**src/rtl/tspf_pkg.sv**
```systemverilog
`default_nettype none

package tspf_pkg;

  localparam int unsigned POS_W = 8;
  localparam int unsigned VAL_W = 16;
  localparam int unsigned PROD_W = VAL_W + POS_W;
  localparam int unsigned REM_W = VAL_W + 1;
  localparam int unsigned STEP_W = 3;

  localparam logic [POS_W-1:0] RES_RESET = 8'd180;
  localparam logic [POS_W-1:0] OFFSET_RESET = 8'd24;
  localparam logic [POS_W-1:0] NO_POSITION = 8'hFF;
  localparam logic [3:0] PRELOAD_TICKS = 4'd4;
  localparam logic [3:0] HOLD_TICKS = 4'd3;
  localparam logic [STEP_W-1:0] LAST_STEP = 3'd7;

  typedef enum logic [0:0] {
    REG_RESOLUTION      = 1'b0,
    REG_POSITION_OFFSET = 1'b1
  } reg_index_t;

  typedef enum logic [8:0] {
    S_IDLE = 9'b000000001,
    S_DIFF = 9'b000000010,
    S_MUL  = 9'b000000100,
    S_DIV  = 9'b000001000,
    S_PRE  = 9'b000010000,
    S_AVG  = 9'b000100000,
    S_CLMP = 9'b001000000,
    S_REL  = 9'b010000000,
    S_OUT  = 9'b100000000
  } state_t;

  function automatic logic [POS_W-1:0] sub_offset(input logic [POS_W-1:0] v,
                                                  input logic [POS_W-1:0] off);
    return (v >= off) ? (v - off) : '0;
  endfunction

endpackage

`default_nettype wire

```
**src/rtl/touch_slider_position_filter.sv**
```systemverilog
`default_nettype none

// channel   | handshake                      | payload
// item      | item_valid / item_stall        | touched, reading_a/b, baseline_a/b
// position  | position_valid / position_stall| position
// config    | cfg_write                      | cfg_index, cfg_data
//
// Touched request: difference, multiply, then the 8-step restoring divider (one
// quotient bit per cycle), then preload or average and clamp, then output; both
// differences zero skip the divider. Released request: release, then output.
// item_stall is high from accept until the result is loaded into the output
// register; a held result does not block the next request.
// Synchronous reset restores state, config registers, counters and pointers.
module touch_slider_position_filter #(
  parameter int AVG_LOG2    = 4,
  parameter int DELAY_DEPTH = 8
) (
  input  wire logic                        clk,
  input  wire logic                        rst,
  input  wire logic                        cfg_write,
  input  wire logic [0:0]                  cfg_index,
  input  wire logic [tspf_pkg::POS_W-1:0]  cfg_data,
  input  wire logic                        item_valid,
  output logic                             item_stall,
  input  wire logic                        touched,
  input  wire logic [tspf_pkg::VAL_W-1:0]  reading_a,
  input  wire logic [tspf_pkg::VAL_W-1:0]  baseline_a,
  input  wire logic [tspf_pkg::VAL_W-1:0]  reading_b,
  input  wire logic [tspf_pkg::VAL_W-1:0]  baseline_b,
  output logic                             position_valid,
  input  wire logic                        position_stall,
  output logic [tspf_pkg::POS_W-1:0]       position
);

  localparam int WIN = 1 << AVG_LOG2;
  localparam int SUM_W = AVG_LOG2 + tspf_pkg::POS_W;
  localparam int DPW = (DELAY_DEPTH > 1) ? $clog2(DELAY_DEPTH) : 1;
  localparam int PW = tspf_pkg::POS_W;
  localparam int VW = tspf_pkg::VAL_W;

  tspf_pkg::state_t state, state_next;

  logic [PW-1:0]    resolution;
  logic [PW-1:0]    position_offset;
  logic [3:0]       touch_count;
  logic [3:0]       release_count;
  logic [AVG_LOG2-1:0] wptr;
  logic [DPW-1:0]   dptr;
  logic [WIN-1:0]   win_vld;

  logic [VW-1:0]    ra, ba, rb, bb;
  logic [VW-1:0]    da, db;
  logic [VW:0]      sum_r;
  logic [tspf_pkg::REM_W-1:0] rem;
  logic [PW-1:0]    quo;
  logic [tspf_pkg::STEP_W-1:0] step;
  logic [PW-1:0]    pre_val;
  logic [SUM_W-1:0] run_sum;
  logic             nopos;

  logic [PW-1:0]    win_mem [WIN];
  logic [PW-1:0]    win_rd;
  logic [PW-1:0]    dly [DELAY_DEPTH];

  logic             item_take;
  logic             out_free;
  logic             preload;
  logic [VW-1:0]    da_c, db_c;
  logic [VW:0]      sum_c;
  logic [tspf_pkg::PROD_W-1:0] prod;
  logic [tspf_pkg::REM_W:0]    trial;
  logic             trial_ge;
  logic [AVG_LOG2-1:0] wp1;
  logic [PW-1:0]    old_val;
  logic [PW-1:0]    avg;
  logic [PW-1:0]    clamped;
  logic [DPW-1:0]   dptr_inc;
  logic [3:0]       rc_inc;

  assign item_stall = (state != tspf_pkg::S_IDLE);
  assign item_take  = item_valid && !item_stall;
  assign out_free   = !position_valid || !position_stall;
  assign preload    = (touch_count < tspf_pkg::PRELOAD_TICKS);

  assign da_c  = (ra <= ba) ? (ba - ra) : '0;
  assign db_c  = (rb <= bb) ? (bb - rb) : '0;
  assign sum_c = {1'b0, da} + {1'b0, db};
  assign prod  = {{PW{1'b0}}, db} * {{VW{1'b0}}, resolution};

  assign trial    = {rem, quo[PW-1]};
  assign trial_ge = (trial >= {1'b0, sum_r});

  assign wp1     = wptr + AVG_LOG2'(1);
  assign old_val = win_vld[wp1] ? win_rd : pre_val;
  assign avg     = run_sum[SUM_W-1:AVG_LOG2];
  assign clamped = (avg > resolution) ? resolution : avg;
  assign dptr_inc = (dptr == DPW'(DELAY_DEPTH - 1)) ? '0 : dptr + DPW'(1);
  assign rc_inc   = release_count + 4'd1;

  always_comb begin
    state_next = state;
    case (state)
      tspf_pkg::S_IDLE: begin
        if (item_take) begin
          state_next = touched ? tspf_pkg::S_DIFF : tspf_pkg::S_REL;
        end
      end
      tspf_pkg::S_DIFF: state_next = tspf_pkg::S_MUL;
      tspf_pkg::S_MUL: begin
        if (sum_c == '0) begin
          state_next = preload ? tspf_pkg::S_PRE : tspf_pkg::S_AVG;
        end else begin
          state_next = tspf_pkg::S_DIV;
        end
      end
      tspf_pkg::S_DIV: begin
        if (step == tspf_pkg::LAST_STEP) begin
          state_next = preload ? tspf_pkg::S_PRE : tspf_pkg::S_AVG;
        end
      end
      tspf_pkg::S_PRE:  state_next = tspf_pkg::S_OUT;
      tspf_pkg::S_AVG:  state_next = tspf_pkg::S_CLMP;
      tspf_pkg::S_CLMP: state_next = tspf_pkg::S_OUT;
      tspf_pkg::S_REL:  state_next = tspf_pkg::S_OUT;
      tspf_pkg::S_OUT: begin
        if (out_free) begin
          state_next = tspf_pkg::S_IDLE;
        end
      end
      default: state_next = tspf_pkg::S_IDLE;
    endcase
  end

  // control state
  always_ff @(posedge clk) begin
    if (rst) begin
      state           <= tspf_pkg::S_IDLE;
      resolution      <= tspf_pkg::RES_RESET;
      position_offset <= tspf_pkg::OFFSET_RESET;
      touch_count     <= '0;
      release_count   <= '0;
      wptr            <= '0;
      dptr            <= '0;
      win_vld         <= '0;
      position_valid  <= 1'b0;
      step            <= '0;
    end else begin
      state <= state_next;
      if (cfg_write) begin
        case (cfg_index)
          tspf_pkg::REG_RESOLUTION:      resolution <= cfg_data;
          tspf_pkg::REG_POSITION_OFFSET: position_offset <= cfg_data;
          default: ;
        endcase
      end
      if ((state == tspf_pkg::S_OUT) && out_free) begin
        position_valid <= 1'b1;
      end else if (!position_stall) begin
        position_valid <= 1'b0;
      end
      case (state)
        tspf_pkg::S_MUL: step <= '0;
        tspf_pkg::S_DIV: step <= step + tspf_pkg::STEP_W'(1);
        tspf_pkg::S_PRE: begin
          touch_count   <= touch_count + 4'd1;
          release_count <= '0;
          win_vld       <= '0;
          dptr          <= '0;
        end
        tspf_pkg::S_AVG: begin
          release_count <= '0;
          wptr          <= wp1;
          win_vld[wp1]  <= 1'b1;
        end
        tspf_pkg::S_CLMP: dptr <= dptr_inc;
        tspf_pkg::S_REL: begin
          if (!preload) begin
            release_count <= rc_inc;
            if (rc_inc > tspf_pkg::HOLD_TICKS) begin
              touch_count <= '0;
            end
          end else begin
            touch_count   <= '0;
            release_count <= '0;
          end
        end
        default: ;
      endcase
    end
  end

  // datapath
  always_ff @(posedge clk) begin
    win_rd <= win_mem[wp1];
    if (item_take) begin
      ra <= reading_a;
      ba <= baseline_a;
      rb <= reading_b;
      bb <= baseline_b;
    end
    case (state)
      tspf_pkg::S_DIFF: begin
        da <= da_c;
        db <= db_c;
      end
      tspf_pkg::S_MUL: begin
        sum_r <= sum_c;
        rem   <= {1'b0, prod[tspf_pkg::PROD_W-1:PW]};
        quo   <= (sum_c == '0) ? '0 : prod[PW-1:0];
      end
      tspf_pkg::S_DIV: begin
        if (trial_ge) begin
          rem <= tspf_pkg::REM_W'(trial - {1'b0, sum_r});
        end else begin
          rem <= trial[tspf_pkg::REM_W-1:0];
        end
        quo <= {quo[PW-2:0], trial_ge};
      end
      tspf_pkg::S_PRE: begin
        pre_val <= quo;
        run_sum <= {quo, {AVG_LOG2{1'b0}}};
        for (int i = 0; i < DELAY_DEPTH; i++) begin
          dly[i] <= quo;
        end
        nopos <= 1'b1;
      end
      tspf_pkg::S_AVG: begin
        win_mem[wp1] <= quo;
        run_sum <= run_sum + SUM_W'(quo) - SUM_W'(old_val);
      end
      tspf_pkg::S_CLMP: begin
        dly[dptr] <= clamped;
        nopos     <= 1'b0;
      end
      tspf_pkg::S_REL: begin
        nopos <= preload || (rc_inc > tspf_pkg::HOLD_TICKS);
      end
      tspf_pkg::S_OUT: begin
        if (out_free) begin
          position <= nopos ? tspf_pkg::NO_POSITION
                            : tspf_pkg::sub_offset(dly[dptr], position_offset);
        end
      end
      default: ;
    endcase
  end

endmodule

`default_nettype wire
```
**config.mk**
```make
export PLATFORM = sky130hd
export DESIGN_NAME = touch_slider_position_filter
export DESIGN_NICKNAME = d
export VERILOG_FILES = /design/src/rtl/tspf_pkg.sv /design/src/rtl/touch_slider_position_filter.sv
export SDC_FILE = /design/constraint.sdc
export NUM_CORES = 1
export LEC_CHECK = 0
export BUFFER_PORTS_ARGS = -buffer_cell sky130_fd_sc_hd__buf_2
export CORE_MARGIN = 2
export CORE_UTILIZATION = 40
export DETAILED_ROUTE_END_ITERATION = 8
export PLACE_DENSITY_LB_ADDON = 0.15
export SYNTH_ARGS = -nofsm -noshare
export SYNTH_HDL_FRONTEND = slang
export SYNTH_SLANG_ARGS = --single-unit
```
**constraint.sdc**
```tcl
create_clock -name clk -period 13.3 [get_ports clk]
set_input_delay 2.66 -clock clk [delete_from_list [all_inputs] [get_ports clk]]
set_output_delay 2.66 -clock clk [all_outputs]
set_load 0.03 [all_outputs]
```
* Word-level counts from Yosys, hierarchy flattened *
Memory sizes are Yosys's and may differ from the RTL's. A register that Yosys moved wholly into a read port is not among the register bits.
Cells that the tools add are included.

storage, ports and cells
  output and inout port bits = 10
  input port bits = 79
  bits in registers = 227
  memories = 2
  memory bits (writable) = 192
  word-level logic and storage cells = 131

memory list
  name     depth  bits a word  read ports  clocked after memory_dff  wr ports  RTL line                            source
  win_mem  16     8            1           1                         1         touch_slider_position_filter.sv:61  logic [PW-1:0] win_mem [WIN];
  dly      8      8            1           1                         8         touch_slider_position_filter.sv:63  logic [PW-1:0] dly [DELAY_DEPTH];

cells by class
  add/sub/neg operators = 12
  bitwise gates (word level) = 2
  order comparisons = 9
  $mul = 1
  equal/unequal tests = 17
  reduce and logical (&&, ||, !) cells = 23
  muxes and demuxes = 42

operators with widths
  kind                                                            number
  9-bit one-hot mux with 7 select lines                           1
  8-bit 2-to-1 mux                                                6
  17-bit one-hot mux with 2 select lines                          1
  16-bit <= comparator                                            2
  16-bit one-hot mux with 2 select lines                          1
  16-bit subtractor                                               2
  9-bit 2-to-1 mux                                                3
  16-bit by 8-bit multiplier with 24-bit output                   1
  12-bit one-hot mux with 2 select lines                          1
  18-bit by 17-bit >= comparator with 1-bit output                1
  16-bit by 16-bit adder with 17-bit output                       1
  17-bit zero test                                                1
  17-bit 2-to-1 mux                                               1
  17-bit subtractor                                               1
  16-bit OR                                                       1
  4-bit one-hot mux with 2 select lines                           2
  8-bit one-hot mux with 2 select lines                           1
  12-bit by 8-bit adder with 12-bit output                        1
  4-bit by 1-bit adder with 4-bit output (second input constant)  3
  3-bit 2-to-1 mux                                                4
  4-bit 2-to-1 mux                                                3
  6-bit 2-to-1 mux                                                2
  3-bit one-hot mux with 2 select lines                           2
  12-bit by 8-bit subtractor with 12-bit output                   1
  37 further kinds                                                63

* Logic depth before layout (Yosys ltp) *
Gate-level depths: netlist of the first run.

  depth in word-level cells = 7
  mapped depth = 23
  depth with buffers taken out = 20

* Least setup slack after synthesis of the first run *
OpenSTA, ideal clock, no wires.

  kind = reg2reg
  start point = register wptr[0]
  end point = register run_sum[11], data pin
  path buffers = 4
  required time = 13.035 ns
  arrival time = 5.941 ns
  period minus slack after synthesis = 6.206 ns
  path slack = 7.094 ns
  library setup time = 0.265 ns
  stages on the path, launching flop included = 22
  cell sequence = dfxtp_1 > buf_1 > clkbuf_1 > inv_1 > ha_1 > clkbuf_1 > mux4_2 > mux4_2 > clkbuf_1 > mux2_2 > fa_1 > inv_1 > ha_1 > a21o_1 > a21oi_1 > o21bai_1 > a21oi_1 > o21bai_1 > a22o_1 > o41a_1 > xnor2_1 > o21ai_0

on the way
  longest elaborated chain between the ends = 6

RTL lines
  what                                           RTL line                             source
  from (decl)                                    touch_slider_position_filter.sv:47   logic [AVG_LOG2-1:0] wptr;
  from (signal assigned)                         touch_slider_position_filter.sv:172  wptr <= wp1;
  4-bit by 1-bit adder with 4-bit output         touch_slider_position_filter.sv:93   assign wp1 = wptr + AVG_LOG2'(1);
  via wp1[0]                                     touch_slider_position_filter.sv:73   logic [AVG_LOG2-1:0] wp1;
  1-bit binary-select mux with 4-bit select      touch_slider_position_filter.sv:94   assign old_val = win_vld[wp1] ? win_rd : pre_val;
  1-bit 2-to-1 mux (not written as such)         touch_slider_position_filter.sv:94
  8-bit 2-to-1 mux                               touch_slider_position_filter.sv:94
  12-bit by 8-bit subtractor with 12-bit output  touch_slider_position_filter.sv:229  run_sum <= run_sum + SUM_W'(quo) - SUM_W'(old_val);
  12-bit one-hot mux with 2 select lines         touch_slider_position_filter.sv:201  case (state)
  to (signal assigned)                           touch_slider_position_filter.sv:221  run_sum <= {quo, {AVG_LOG2{1'b0}}};
  to (signal assigned)                           touch_slider_position_filter.sv:229
  to (decl)                                      touch_slider_position_filter.sv:58   logic [SUM_W-1:0] run_sum;

The timed path passes the listed nets, and every way through them passes these cells. The select of a mux whose other input is x is not followed.
A chain may end at the register's enable or synchronous reset.

* Worst setup path after layout of the first run *
Ends and elaborated chain as after synthesis.

==> run_results.csv, run 1 <==
group,metric,value,unit
status,status,"finished, final reports clean",
clock_network,clk_pin_slew_worst_paths,0.06,ns
sta,finalSetupViolations,0,
synthesis,synth_edf_count,359,
synthesis,syn_nets,2490,
global_route,antenna_found_initial,1,
routing,drt-initial-drc-count,764,
clock_network,htreeDepth,2,
sta,skew,0.0393,ns
die,io_pins,89,
clock_network,cts_setup_buffers,0,
clock_network,cts.repair.resized,0,
routing,drc,0,
routing,wl_per_cell,18.7,um
sta,maxSlewHeadroom,17.4,%
placed_design,dpl-instance-area,26400,um2
routing,via_count,16300,
clock_network,postCtsHoldBufs,0,
synthesis,async_flop_share,0,%
synthesis,yosys.area.top_type,"edfxtp_1",
power,vdd_drop_max,0.110,mV
finish,layout.cells.non_filler,3127,
synthesis,synthTopCellsByArea,"edfxtp_1 43%, fa_1 7.7%, ha_1 7.4%",
placed_design,dp_hpwl,42600,um
sta,drv_slew,0,
setup_path,startpoint_type,"flip-flop",
synthesis,ys.flop_type,"edfxtp_1",
synthesis,syn-cell-area,25100,um2
clock_network,cts_buffers,47,
die,core,61800,um2
sta,rsz0062_at_grt,"no",
synthesis,yosysMostFrequentCell,"edfxtp_1",
synthesis,synthAdderAreaFrac,15.1,%
placed_design,pre_cts_slack,7.00,ns
global_route,met3_usage,3.13,%
job,cap_viol_max_count,0,
sta,fin_setup_tns,0,ns
placed_design,routabilityCongestion,0.820,
synthesis,synthTopCellsByCount,"359 x edfxtp_1, 232 x inv_1, 197 x nand2_1",
synthesis,yosys.area_share.simple,12.1,%
global_route,grt_overflow_total,0,
sta,hold_slack,0.452,ns
hold_path,hold_path.class,"reg -> reg",
synthesis,synth_top_family_by_area,"adder cells",
die,die_area,64700,um2
setup_path,end_kind,"flip-flop",
synthesis,yosysTopAreaCellShare,43.0,%
routing,ant_nets,0,
global_route,top_usage_layer,"met2",
sta,hold_violations,0,
setup_path,cp_max_fo,41,
clock_network,cts_tree,"done",
synthesis,synth-compound-area-share,9.83,%
placed_design,io_buffer_count,88,
clock_network,clock-sinks,430,
setup_path,worstPathCellList,"buf_4, inv_1, ha_1, buf_4, mux4_2, mux4_2, mux2_2, fa_1, inv_1, ha_1, a21o_1, a21oi_1, o21bai_1, a21oi_1, o21bai_1, a22o_1, o41a_1, xnor2_1, o21ai_0",
synthesis,synthMuxAreaShare,7.00,%
synthesis,synth_xor_area_share,2.69,%
sta,layout_setup_ws,7.13,ns
power,p_per_area,130,nW/um2
synthesis,synth_cell_types,73,
global_route,grt_use_met1,23.6,%
sta,fin_crit_sh,46.4,%
routing,totalWireLength,58600,um
die,initial_core_util,40.5,%
global_route,grt_usage,18.3,%
setup_path,crit_required,13.65,ns
die,dieHeight,254,um
synthesis,yosys_warnings,0,
synthesis,syn_avg_cell_area,11.6,um2
die,rows,91,
power,leakage,11.3,nW
global_route,grt_use_met2,31.6,%
synthesis,yosysSeqAreaShare,48.7,%
sta,worstMarginPinSlew,1.24,ns
setup_path,cp_data_arrival_time,6.52,ns
placed_design,dp.cells,3040,
clock_network,clk_latency,0.61,ns
finish,antenna-diode-count,0,
global_route,grt_first_pass_wirelength,90800,um
global_route,grt_pass1_vias,16200,
setup_path,crit_type,"reg -> reg",
synthesis,synth_cells,2166,
setup_path,max_stage_delay,0.61,ns
finish,drive_above_1_share,12.1,%
finish,area_growth,11.5,%
clock_network,ctsLongestPathBuffers,3,
synthesis,ys_ff_latch,430,
global_route,grt_max_degree,65,
routing,drtPass1Iterations,5,
setup_path,slowest_stage,"mux4_2",
die,die_w,254,um
finish,fin_area,28000,um2
clock_network,cts_root_buf,"clkbuf_16",
finish,nets,2576,
routing,via_per_inst,5.20,
sta,fin_crit,6.17,ns
sta,fmax,162,MHz
==> kinds of logic (layout without fill, tap and decap cells) <==
kind of cell,count (synthesis),after routing
buffers and inverters,301,425
AND/OR/NAND/NOR,629,629
adder cells (fa/ha/maj),245,245
AO/OA/AOI/OAI,387,387
flip-flops,430,430
XOR/XNOR,77,77
multiplexers,97,97
==> flip-flops by register name, summed over array words and instances (netlist names), 9 cells and up, named ones only <==
name / cells
ba: 16
bb: 16
da: 16
db: 16
dly: 64
ra: 16
rb: 16
rem: 17
run_sum: 12
state: 9
sum_r: 17
win_mem: 128
win_vld: 16
==> where the power goes <==
part           switching [mW]  internal, mW  total, mW
clock network           0.552         0.731       1.28
registers              0.0230          1.52       1.55
logic                   0.472         0.332      0.803
==> layer usage <==
layer / share of wire, % / wire [um]
met5: 0.022 / 13
met4: 2.7 / 1550
met3: 5.4 / 3170
met2: 48 / 28400
met1: 44 / 25500
==> placed cells by master (no fill, tap or decap), types with 6 or more instances in the layout <==
cell type	n
a21o_1	40
a31oi_1	6
nor2_1	145
xnor2_1	47
buf_2	88
mux4_2	61
clkbuf_1	12
a21oi_1	98
o21a_1	24
nand2b_1	18
or3_1	10
buf_4	18
xor2_1	30
a211o_1	12
nand3b_1	10
dfxtp_1	70
and3_1	9
and2_1	113
o211ai_1	7
nand4_1	11
clkinv_2	8
inv_1	232
o21bai_1	11
nand3_1	29
fa_1	97
edfxtp_1	359
nand2_1	197
clkbuf_16	49
ha_1	148
nor3_1	37
nor2b_1	21
mux2_2	16
mux2i_1	20
clkinv_1	8
or2_2	9
o21ai_0	126
==> final cells by class <==
| type | count | area [um2] |
|---|---|---|
| fillers | 5670 | 33900 |
| flip-flops and latches | 430 | 12200 |
| multi-input cells | 1435 | 11700 |
| repair buffers | 106 | 576 |
| clock buffers | 63 | 1300 |
| clock inverters | 24 | 229 |
| inverters | 232 | 871 |
| well taps | 837 | 1050 |
==> metrics by stage <==
step	utilization, %	power [mW]
6_report	45.2	3.63
5_1_grt	45.2	3.83
4_1_cts	45.2	3.68
3_5_place_dp	42.8	2.38
3_3_place_gp	42.8	2.37
2_1_floorplan	-	2.17
==> worst paths after layout <==
path / end / slack (ns) / cells after the start / start
worst max register to register: run_sum[11] / 7.13 / 19 / wptr[0]
worst min-delay path: position_offset[7] / 0.45 / 2 / position_offset[7]
worst min register to register: position_offset[7] / 0.45 / 2 / position_offset[7]
worst max-delay path: run_sum[11] / 7.13 / 19 / wptr[0]
==> worst max-delay path: cells and delay by family (launching register included) <==
family,cells,cell delay [ns]
muxes,3,1.52
xor gates and xnor gates,1,0.15
DFF,1,0.31
AOI/OAI and AO/OA,8,1.44
adders and majority gates,3,1.17
buffers and inverters,4,1.32
No activity file was read; power rests on OpenSTA's default activity.
==> run 2: changes to the inputs <==
==> constraint.sdc (replaced) <==
create_clock -name clk -period 6.2 [get_ports clk]
set_input_delay 1.24 -clock clk [delete_from_list [all_inputs] [get_ports clk]]
set_output_delay 1.24 -clock clk [all_outputs]
set_load 0.03 [all_outputs]
==> run 2 against run 1 <==
  * Combinational power increased by 120%
  * Critical path depth fell by 2
  * Wire length increased by 2.6%
  * Final cell count grew 0.16%
  * Critical endpoint is now rem[14]
  * Critical path type unchanged
  * Sequential cell count did not move
==> run_results.csv, run 2 (synthesized netlist as in run 1, its figures left out) <==
group,metric,value,unit
status,status,"finished, final reports clean",
sta,fin_crit,5.59,ns
die,die_area,64700,um2
global_route,grt_max_degree,56,
routing,wl_per_cell,19.2,um
job,cap_viol_max_count,0,
finish,largest_reg_flops,128,
setup_path,crit_required,6.52,ns
power,p_per_area,282,nW/um2
setup_path,end_kind,"flip-flop",
die,dieHeight,254,um
finish,drive_above_1_share,12.1,%
die,rows,91,
routing,drt-initial-drc-count,1024,
finish,area_growth,11.9,%
setup_path,critical_path_depth,17,
setup_path,crit_top_cell,"fa_1",
setup_path,path_delay_family,"adder cells",
setup_path,crit_type,"reg -> reg",
die,initial_core_util,40.5,%
setup_path,worstRegToRegCells,17,
clock_network,clk_latency,0.63,ns
sta,maxSlewHeadroom,20.1,%
clock_network,htreeDepth,2,
setup_path,cp_num_buf_inv,3,
placed_design,routabilityCongestion,0.839,
routing,totalWireLength,60100,um
die,die_w,254,um
sta,worstMarginPinSlew,1.20,ns
clock_network,clk_pin_slew_worst_paths,0.07,ns
clock_network,ctsLongestPathBuffers,3,
finish,final_common_cell,"edfxtp_1",
clock_network,cts_root_buf,"clkbuf_16",
finish,post-route-util,45.4,%
sta,drv_slew,0,
global_route,grt_overflow_total,0,
routing,drc,0,
sta,finalSetupViolations,0,
routing,ant_nets,0,
clock_network,cts_setup_buffers,0,
routing,via_per_inst,5.24,
sta,hold_violations,0,
sta,rsz0062_at_grt,"no",
setup_path,cp_max_fo,7,
die,io_pins,89,
global_route,grt_pass1_vias,16700,
finish,antenna-diode-count,0,
die,core,61800,um2
routing,via_count,16400,
power,leakage,11.3,nW
finish,regMostFlops,"win_mem",
sta,skew,0.0407,ns
sta,fin_crit_sh,90.2,%
sta,fin_setup_tns,0,ns
setup_path,worstPathCellList,"inv_1, nor2_1, fa_1, fa_1, fa_1, inv_1, fa_1, inv_1, ha_1, o211ai_1, and2_1, o31a_1, o21ai_0, o41ai_1, o21ai_0, xnor2_1, mux2i_1",
global_route,antenna_found_initial,0,
clock_network,clock-sinks,430,
clock_network,cts.repair.resized,0,
global_route,grt_first_pass_wirelength,93900,um
clock_network,cts_tree,"done",
setup_path,startpoint_type,"flip-flop",
clock_network,cts_buffers,48,
placed_design,dp_hpwl,44300,um
finish,reg_top3,"win_mem: 128 flops, dly: 64 flops",
global_route,grt_usage,19.1,%
finish,final_cell_mix,"359 x edfxtp_1, 232 x inv_1, 197 x nand2_1",
routing,drtPass1Iterations,8,
finish,nets,2582,
sta,fmax,179,MHz
hold_path,hold_path.class,"reg -> reg",
hold_path,holdPathStages,2,
setup_path,slowest_stage,"edfxtp_1",
placed_design,io_buffer_count,88,
power,vdd_drop_max,0.216,mV
sta,hold_slack,0.460,ns
setup_path,max_stage_delay,0.54,ns
setup_path,cp_data_arrival_time,5.91,ns
clock_network,postCtsHoldBufs,0,
==> run 2: metrics by stage <==
step / std cells / power [mW] / setup slack [ns] / area (um2)
2_1_floorplan: 2166 / 4.66 / 0.235 / 25100
3_3_place_gp: 3045 / 5.12 / 0.741 / 26500
3_5_place_dp: 3045 / 5.15 / 0.606 / 26500
4_1_cts: 3132 / 8.00 / 0.586 / 28000
5_1_grt: 3132 / 8.32 / 0.235 / 28000
6_report: 3132 / 7.91 / 0.606 / 28000
==> run 2: layout make-up <==
| type | instances | area, um2 |
|---|---|---|
| fillers | 5688 | 33800 |
| flip-flops and latches | 430 | 12200 |
| multi-input cells | 1435 | 11700 |
| clock buffers | 62 | 1310 |
| well taps | 837 | 1050 |
| inverters | 232 | 871 |
| repair buffers | 111 | 613 |
| clock inverters | 25 | 269 |
==> run 2: final timing paths <==
path	start	end	slack, ns
setup / recovery	db[1]	rem[14]	0.61
hold / removal	position_offset[6]	position_offset[6]	0.46
setup reg to reg	db[1]	rem[14]	0.61
hold reg to reg	position_offset[6]	position_offset[6]	0.46
==> run 2: where the power goes <==
group,internal [mW],switching [mW]
registers,3.27,0.0499
logic,0.725,1.03
clock network,1.62,1.21
total,5.62,2.29
==> run 2: metal layers <==
metal,part of all wire [%],routed length (um),GRT usage [%],vias to the layer above
met1,44,26500,25.2,8077
li1,-,-,-,7827
met3,4.2,2520,2.22,97
met5,0,0,0,-
met2,49,29300,32.4,401
met4,3.1,1860,6.69,0
==> run 2: tightest hold or removal path, stage by stage (launching register included) <==
cell	delay [ns]
dfxtp_1	0.31
nand2_1	0.05
a21oi_1	0.05
==> run 3: changes to the inputs <==
--- a/config.mk
+++ b/config.mk
@@ -9,6 +9,7 @@
 export CORE_MARGIN = 2
 export CORE_UTILIZATION = 40
 export DETAILED_ROUTE_END_ITERATION = 8
+export MAX_ROUTING_LAYER = met4
 export PLACE_DENSITY_LB_ADDON = 0.15
 export SYNTH_ARGS = -nofsm -noshare
 export SYNTH_HDL_FRONTEND = slang
==> run 3 against run 2 <==
  * Final cell count is essentially flat
  * Clock power is 12% higher
  * Die area stayed put
  * Setup slack worse by 0.073 ns
  * Sequential cell count stayed put
  * Critical path depth increased by 1
  * Non-clock buffer count fell by 1
  * Count of clock-buffer cells in the layout decreased by 3
  * Sequential share of layout area is 0.32 points lower
  * Wire length decreased by 0.60%
  * Design area is 0.74% higher
  * Worst hold slack got worse by 0.0015 ns
==> run_results.csv, run 3 (synthesized netlist as in run 1, its figures left out) <==
group,metric,value,unit
placed_design,io_buffer_count,88,
hold_path,hp-start,"position_offset[7]",
die,core,61800,um2
global_route,grt_usage,19.4,%
job,cap_viol_max_count,0,
routing,drt-initial-drc-count,1160,
setup_path,cp_data_arrival_time,6.09,ns
sta,skew,0.0215,ns
setup_path,worstRegToRegCells,18,
routing,totalWireLength,59700,um
routing,wl_per_cell,19.1,um
global_route,grt_overflow_total,0,
sta,drv_slew,0,
die,initial_core_util,40.5,%
setup_path,end_kind,"flip-flop",
global_route,grt_pass1_vias,16300,
clock_network,postCtsHoldBufs,0,
setup_path,reg2reg_slack,0.53,ns
sta,worstMarginPinSlew,1.23,ns
setup_path,slowest_stage,"edfxtp_1",
power,p_per_area,292,nW/um2
sta,finalSetupViolations,0,
sta,fin_setup_tns,0,ns
setup_path,crit_type,"reg -> reg",
global_route,grt_first_pass_wirelength,93000,um
finish,nets,2582,
routing,drtPass1Iterations,7,
global_route,antenna_found_initial,0,
clock_network,cts.repair.resized,0,
clock_network,htreeDepth,2,
hold_path,hold_end,"position_offset[7]",
global_route,grt_max_degree,56,
sta,maxSlewHeadroom,17.7,%
status,status,"finished, final reports clean",
routing,via_per_inst,5.20,
routing,via_count,16300,
finish,drive_above_1_share,12.8,%
hold_path,hold_path.class,"reg -> reg",
setup_path,reg2reg_to,"rem[15]",
die,dieHeight,254,um
die,die_area,64700,um2
clock_network,cts_buffers,49,
power,vdd_drop_max,0.226,mV
finish,antenna-diode-count,0,
setup_path,startpoint_type,"flip-flop",
setup_path,crit_required,6.62,ns
power,p_total,8.25,mW
placed_design,dp.cells,3044,
finish,area_growth,12.7,%
placed_design,routabilityCongestion,0.871,
finish,final_common_cell,"edfxtp_1",
setup_path,crit_top_cell,"fa_1",
die,die_w,254,um
hold_path,holdPathStages,2,
clock_network,ctsLongestPathBuffers,3,
die,rows,91,
finish,post-route-util,45.7,%
clock_network,cts_setup_buffers,0,
sta,fmax,176,MHz
setup_path,cp_max_fo,7,
clock_network,cts_tree,"done",
routing,drc,0,
setup_path,worstPathCellList,"inv_1, nor2_1, fa_1, fa_1, fa_1, inv_1, fa_1, inv_1, ha_1, a2111o_1, a21oi_1, o31ai_1, nand2b_1, a21boi_0, o21a_1, o41ai_1, o21bai_1, a22oi_1",
setup_path,timing.rr.start,"db[1]",
finish,regMostFlops,"win_mem",
setup_path,max_stage_delay,0.58,ns
placed_design,pre_cts_slack,0.521,ns
sta,fin_crit,5.67,ns
finish,fin_area,28300,um2
placed_design,dpl-instance-area,26500,um2
clock_network,clk_latency,0.61,ns
placed_design,dp_hpwl,43700,um
clock_network,clk_pin_slew_worst_paths,0.06,ns
routing,ant_nets,0,
clock_network,cts_root_buf,"clkbuf_16",
finish,final_cell_mix,"359 x edfxtp_1, 232 x inv_1, 197 x nand2_1",
finish,largest_reg_flops,128,
sta,hold_slack,0.459,ns
sta,hold_violations,0,
die,io_pins,89,
power,leakage,11.4,nW
sta,rsz0062_at_grt,"no",
clock_network,clock-sinks,430,
finish,reg_top3,"win_mem: 128 flops, dly: 64 flops",
finish,layout.cells.non_filler,3135,
sta,fin_crit_sh,91.4,%
sta,layout_setup_ws,0.533,ns
==> run 3: worst max-delay path by stage <==
stage | startpoint | to | slack (ns) | cells after the start
finish | db[1] | rem[15] | 0.53 | 18
global placement | db[1] | rem[13] | 0.66 | 18
detailed placement | db[1] | rem[15] | 0.52 | 18
global route | db[1] | rem[15] | 0.16 | 18
floorplan | wptr[0] | run_sum[11] | 0.23 | 21
CTS | db[1] | rem[15] | 0.49 | 18
==> run 3: metal layers <==
layer,global-route usage [%],vias up,part of all wire (%)
met4,5.85,0,2.6
met2,31.7,347,49
met3,2.28,96,4.3
met1,25.5,8016,44
met5,-,-,0
li1,-,7842,-
==> run 3: worst max-delay path, delay by kind of cell (launching register included) <==
family / cells / cell delay [ns]
adders and majority gates: 5 / 2.35
and+or+nand+nor: 2 / 0.22
DFF: 1 / 0.58
AOI/OAI and AO/OA: 8 / 1.80
buffers and inverters: 3 / 0.52
==> run 3: where the power goes <==
group	total, mW	leakage [nW]	internal [mW]	switching (mW)
Clock	3.18	0.878	1.93	1.25
Sequential	3.32	3.83	3.27	0.0512
Combinational	1.75	6.73	0.724	1.03
Total	8.25	11.4	5.92	2.33
==> run 3: cell type report <==
type,count,area (um2)
flip-flops and latches,430,12200
fillers,5681,33600
multi-input cells,1435,11700
clock inverters,32,457
inverters,232,871
repair buffers,110,606
well taps,837,1050
clock buffers,59,1340
